### src/rtl/strand_base_coverage_ring_top_macros.svh
// ------------------------------------------------------------------------
// strand base coverage ring assertion macros
// shared concurrent assertion forms, clocked on i_clk, off during reset
// ------------------------------------------------------------------------
`ifndef STRAND_BASE_COVERAGE_RING_TOP_MACROS_SVH
`define STRAND_BASE_COVERAGE_RING_TOP_MACROS_SVH

// property must hold at every edge out of reset
`define SBCR_ASSERT(lbl, prop, msg) \
    lbl: assert property (@(posedge i_clk) disable iff (!i_rst_n) (prop)) else $error(msg);

// condition must never be seen out of reset
`define SBCR_NEVER(lbl, cond, msg) \
    `SBCR_ASSERT(lbl, !(cond), msg)

`endif

### src/rtl/sbcr_pkg.sv
// ------------------------------------------------------------------------
// sbcr_pkg
// types, codes and sizes shared by the coverage ring modules
// ------------------------------------------------------------------------
package sbcr_pkg;

    localparam int BUF_DEPTH  = 4096;
    localparam int ADDR_W     = $clog2(BUF_DEPTH);
    localparam int CNT_W      = ADDR_W + 1;
    localparam int DEPTH_BITS = 24;
    localparam int POS_W      = 31;
    localparam int LEN_W      = 28;
    localparam int CONTIG_W   = 16;
    localparam int START_W    = 32;

    localparam logic [POS_W-1:0]      POS_MAX   = '1;
    localparam logic [DEPTH_BITS-1:0] DEPTH_MAX = '1;

    typedef enum logic [1:0] {
        REQ_BEGIN = 2'd0,
        REQ_CIGAR = 2'd1,
        REQ_DRAIN = 2'd2,
        REQ_FLUSH = 2'd3
    } t_req;

    typedef logic [1:0] t_op;
    localparam t_op OP_COVER = 2'd0;
    localparam t_op OP_DEL   = 2'd1;

    typedef enum logic [2:0] {
        ST_OK       = 3'd0,
        ST_IGNORED  = 3'd1,
        ST_ORDER    = 3'd2,
        ST_BUSY     = 3'd3,
        ST_TOO_LONG = 3'd4
    } t_status;

    typedef enum logic [2:0] {
        S_CLEAR, S_IDLE, S_DECODE, S_DRN_WR, S_CHECK, S_WALK, S_WALK_WR, S_DONE
    } t_state;

    typedef enum logic [4:0] {
        C_NONE, C_CLR, C_LATCH, C_BUSY, C_DRN_RD, C_DRN_WR, C_BEGIN, C_FLUSH,
        C_NOREAD, C_NEWEND, C_BAD, C_RUN_SET, C_DEL_ARM, C_WALK_RD, C_WALK_WR,
        C_DEL_SKIP, C_FINISH, C_EMIT
    } t_cmd;

    typedef struct packed {
        logic clr_last;
        logic pending_nz;
        logic read_open;
        logic run_empty;
        logic del_pend;
        logic bad;
        logic out_free;
        t_req req;
        t_op  op_kind;
        logic last_op;
    } t_dp_stat;

endpackage

### src/rtl/sbcr_ctrl.sv
// ------------------------------------------------------------------------
// sbcr_ctrl
// sequencer: store clear, request decode, run walk, drain and result hand-off
// ------------------------------------------------------------------------
module sbcr_ctrl
    import sbcr_pkg::*;
(
    input  logic     i_clk,
    input  logic     i_rst_n,
    input  logic     i_in_valid,
    input  t_dp_stat i_stat,
    output logic     o_in_ready,
    output t_cmd     o_cmd
);
    t_state r_state, n_state;

    logic covers;
    assign covers = (i_stat.op_kind == OP_COVER) || (i_stat.op_kind == OP_DEL);

    always_ff @(posedge i_clk) begin
        if (!i_rst_n) begin
            r_state <= S_CLEAR;
        end else begin
            r_state <= n_state;
        end
    end

    // next state
    always_comb begin
        n_state = r_state;
        unique case (r_state)
            S_CLEAR: if (i_stat.clr_last) n_state = S_IDLE;
            S_IDLE:  if (i_in_valid) n_state = S_DECODE;
            S_DECODE: begin
                if (i_stat.req == REQ_DRAIN) begin
                    n_state = i_stat.pending_nz ? S_DRN_WR : S_DONE;
                end else if (i_stat.pending_nz || i_stat.req != REQ_CIGAR
                             || !i_stat.read_open) begin
                    n_state = S_DONE;
                end else if (covers) begin
                    n_state = S_CHECK;
                end else begin
                    n_state = i_stat.last_op ? S_WALK : S_DONE;
                end
            end
            S_CHECK: begin
                if (i_stat.bad) begin
                    n_state = S_DONE;
                end else if (i_stat.op_kind == OP_DEL) begin
                    n_state = S_WALK;
                end else begin
                    n_state = i_stat.last_op ? S_WALK : S_DONE;
                end
            end
            S_WALK: begin
                if (!i_stat.run_empty) begin
                    n_state = S_WALK_WR;
                end else if (i_stat.del_pend) begin
                    n_state = i_stat.last_op ? S_WALK : S_DONE;
                end else begin
                    n_state = S_DONE;
                end
            end
            S_WALK_WR: n_state = S_WALK;
            S_DRN_WR:  n_state = S_DONE;
            S_DONE:    if (i_stat.out_free) n_state = S_IDLE;
            default:   n_state = S_CLEAR;
        endcase
    end

    // commands
    always_comb begin
        o_cmd      = C_NONE;
        o_in_ready = 1'b0;
        unique case (r_state)
            S_CLEAR: o_cmd = C_CLR;
            S_IDLE: begin
                o_in_ready = 1'b1;
                if (i_in_valid) o_cmd = C_LATCH;
            end
            S_DECODE: begin
                if (i_stat.req == REQ_DRAIN) begin
                    if (i_stat.pending_nz) o_cmd = C_DRN_RD;
                end else if (i_stat.pending_nz) begin
                    o_cmd = C_BUSY;
                end else if (i_stat.req == REQ_BEGIN) begin
                    o_cmd = C_BEGIN;
                end else if (i_stat.req == REQ_FLUSH) begin
                    o_cmd = C_FLUSH;
                end else if (!i_stat.read_open) begin
                    o_cmd = C_NOREAD;
                end else if (covers) begin
                    o_cmd = C_NEWEND;
                end
            end
            S_CHECK: begin
                if (i_stat.bad) begin
                    o_cmd = C_BAD;
                end else if (i_stat.op_kind == OP_DEL) begin
                    o_cmd = C_DEL_ARM;
                end else begin
                    o_cmd = C_RUN_SET;
                end
            end
            S_WALK: begin
                if (!i_stat.run_empty) begin
                    o_cmd = C_WALK_RD;
                end else if (i_stat.del_pend) begin
                    o_cmd = C_DEL_SKIP;
                end else begin
                    o_cmd = C_FINISH;
                end
            end
            S_WALK_WR: o_cmd = C_WALK_WR;
            S_DRN_WR:  o_cmd = C_DRN_WR;
            S_DONE:    if (i_stat.out_free) o_cmd = C_EMIT;
            default:   o_cmd = C_NONE;
        endcase
    end
endmodule

### config.mk
export PLATFORM = sky130hd
export DESIGN_NAME = sbcr_ctrl
export DESIGN_NICKNAME = d
export VERILOG_FILES = /design/src/rtl/strand_base_coverage_ring_top_macros.svh /design/src/rtl/sbcr_pkg.sv /design/src/rtl/sbcr_ctrl.sv
export SDC_FILE = /design/constraint.sdc
export NUM_CORES = 1
export LEC_CHECK = 0
export BUFFER_PORTS_ARGS = -buffer_cell sky130_fd_sc_hd__buf_2
export CAP_MARGIN = 5
export CORE_AREA = 3 3 40 42
export DETAILED_ROUTE_END_ITERATION = 7
export DIE_AREA = 0 0 43 45
export PLACE_DENSITY = 0.68
export SETUP_SLACK_MARGIN = 0.05
export SYNTH_ARGS = -nofsm -noshare
export SYNTH_HDL_FRONTEND = slang
export SYNTH_SLANG_ARGS = --single-unit
### constraint.sdc
create_clock -name i_clk -period 2.5 [get_ports i_clk]
set_input_delay 0 -clock i_clk [delete_from_list [all_inputs] [get_ports i_clk]]
set_output_delay 0 -clock i_clk [all_outputs]
set_load 0.02 [all_outputs]
==> out/metrics.yaml <==
final_layout:
  regMostFlops: "r_state"
  reg_top3: "r_state x3"
  largest_register_ffs: 3
  antenna_cells: 0
  drive_gt1_share_pct: 25.8
  finalNetCount: 117
  syn_to_final_growth_pct: 20.3
  final_cell_count_no_fill: 112
floorplanning:
  die-height_um: 45
  ios: 21
  dieWidth_um: 43
  core_um2: 1280
  initial_utilization_pct: 41.7
  row_count: 13
  die_area_um2: 1940
sta:
  max_slew_margin_pct: 62.3
  finalMaxSlewViolations: 0
  setup_viol: 0
  period_share_pct: 71.5
  finalSetupTns_ps: 0
  tightest_slew_ps: 565
  period_minus_slack_ps: 1790
  fmax_ghz: 0.560
  skew_ps: 9.19
  rsz0062_at_grt: "no"
  hold_viol: 0
route:
  drtIter0Drc: 15
  first_pass_iters: 4
  drcViolationCount: 0
  antenna_left: 0
  wl_per_cell_um: 12.2
  drt-total-wl_mm: 1.36
  viasPerCell: 5.67
  num_vias: 635
global_route:
  first_global_vias: 535
  antenna_found_initial: 0
  grt_util_all_layers_pct: 15.2
  grtUsageMet1_pct: 19.3
  grt.busiest_layer: "met2"
  grt_overflow_total: 0
  grt_max_degree: 20
  grt_pass1_wl_mm: 2.24
  met3_usage_pct: 3.59
  use_met2_pct: 25.1
synth:
  synth_edf_count: 0
  syn_area_per_cell_um2: 6.87
  yosysWarnings: 0
  synth_cells: 78
  synth_seq_area_share_pct: 11.2
  synth-async-reset-ratio_pct: 0
  ys.flop_type: "dfxtp_1"
  syn_area_um2: 536
  ys_ff_latch: 3
  ys_top_cells_by_area: "dfxtp_1 (11%), ha_1 (9.3%), o21ai_0 (6.5%)"
  yosys.area.top_type_share_pct: 11.2
  yosysUniqueCellTypes: 33
  yosys-top-cells-count: "nand2_1 (7), o21ai_0 (7), inv_1 (6), nand3_1 (6), a21oi_1 (5)"
  synth.net_count: 97
  yosysTopAreaCell: "dfxtp_1"
critical_path:
  reg2reg_depth: 4
  startpoint_type: "register"
  critPathRequiredTime_ps: 2500
  cp_max_fo: 17
  worstSetupPathType: "register to primary output"
  endpoint_kind: "primary output"
  cp_data_arrival_time_ps: 1790
power:
  ir_drop_v: 0.000522
  leakage_nw: 0.292
  power_density_nw_per_um2: 928
cts:
  htreeDepth: 1
  root_buffer: "clkbuf_4"
  cts_hold_buf: 0
  cts_resized: 0
  clock_sinks: 3
  cts_setup_buffers: 0
  tritoncts: "built"
  clk_pin_slew_ps: 40
  clk-insertion-delay-late_ps: 240
  cts_buffers: 3
  cts_buffer_depth: 2
place:
  gp_congestion: 0.853
  portBuffers: 20
  hpwl_mm: 1.04
  dp_cells: 108
min_path:
  hold_depth: 3
  hold_class: "primary input to register"
status:
  outcome: "finished, final reports clean"
run:
  maxCapViolations: 0
[layout make-up]
cell class | instances | area, um^2
tap | 15 | 18.8
fill | 140 | 641
multi-input combinational | 64 | 417
sequential | 3 | 60.1
timing repair buffer | 20 | 100
clock buffer | 4 | 26.3
inverter | 6 | 22.5
[worst max-delay path, cell delays in order (launching register included)]
cell and delay, ps:
dfxtp_1 670, inv_1 170, nor2_1 180, a22oi_1 110
a22o_1 260, buf_2 150
[kinds of logic after synthesis]
family / count (synthesis) / share of synthesized area, %
and+or+nand+nor: 33 / 36.4
AOI/OAI and AO/OA: 27 / 32.0
buffers and inverters: 11 / 11.0
adders and majority gates: 4 / 9.35
DFF: 3 / 11.2
[worst paths after layout]
path | startpoint | end | slack [ps]
setup / recovery | r_state[0] | o_cmd[0] | 710
hold / removal | i_rst_n | r_state[0] | 9
setup reg to reg | r_state[0] | r_state[1] | 1040
hold reg to reg | r_state[1] | r_state[0] | 740
[layer usage]
| layer | up-vias | share of wire, % |
|---|---|---|
| met5 | - | 0 |
| met4 | 0 | 1.0 |
| met3 | 2 | 7.4 |
| met2 | 29 | 48 |
| met1 | 278 | 43 |
| li1 | 326 | - |
[cells in the final DEF, fill, tap and decap left out, drive strengths merged]
cell,n
a211o,1
or3,1
a22oi,2
ha,4
nor3b,1
o211ai,1
a221oi,1
a31oi,2
o41ai,1
nor2,4
nor4b,1
o21bai,1
nand2b,4
inv,6
clkbuf,4
nor2b,4
nand4b,1
buf,20
dfxtp,3
or3b,1
and3b,1
a21oi,5
nand2,7
nand4,1
nor3,1
o21ai,8
a22o,2
o22ai,2
nand3,6
o31ai,1
[through the flow]
| step | area [um^2] | setup WS (ps) | total power (W) | util (%) | hold WS (ps) |
|---|---|---|---|---|---|
| floorplan | 536 | 1280 | 0.000439 | - | 123 |
| global placement | 618 | 975 | 0.000506 | 48.1 | 261 |
| detailed placement | 618 | 1010 | 0.000504 | 48.1 | 261 |
| CTS | 644 | 736 | 0.000597 | 50.1 | 7.83 |
| global route | 644 | 511 | 0.000654 | 50.1 | 30.9 |
| finish | 644 | 714 | 0.000598 | 50.1 | 8.79 |
[where the power goes]
group | internal (W) | switching [W] | total [W]
logic | 0.000167 | 0.000187 | 0.000354
clock network | 0.0000601 | 0.0000297 | 0.0000899
registers | 0.0000680 | 0.0000860 | 0.000154
(Power assumes the default switching activity.)
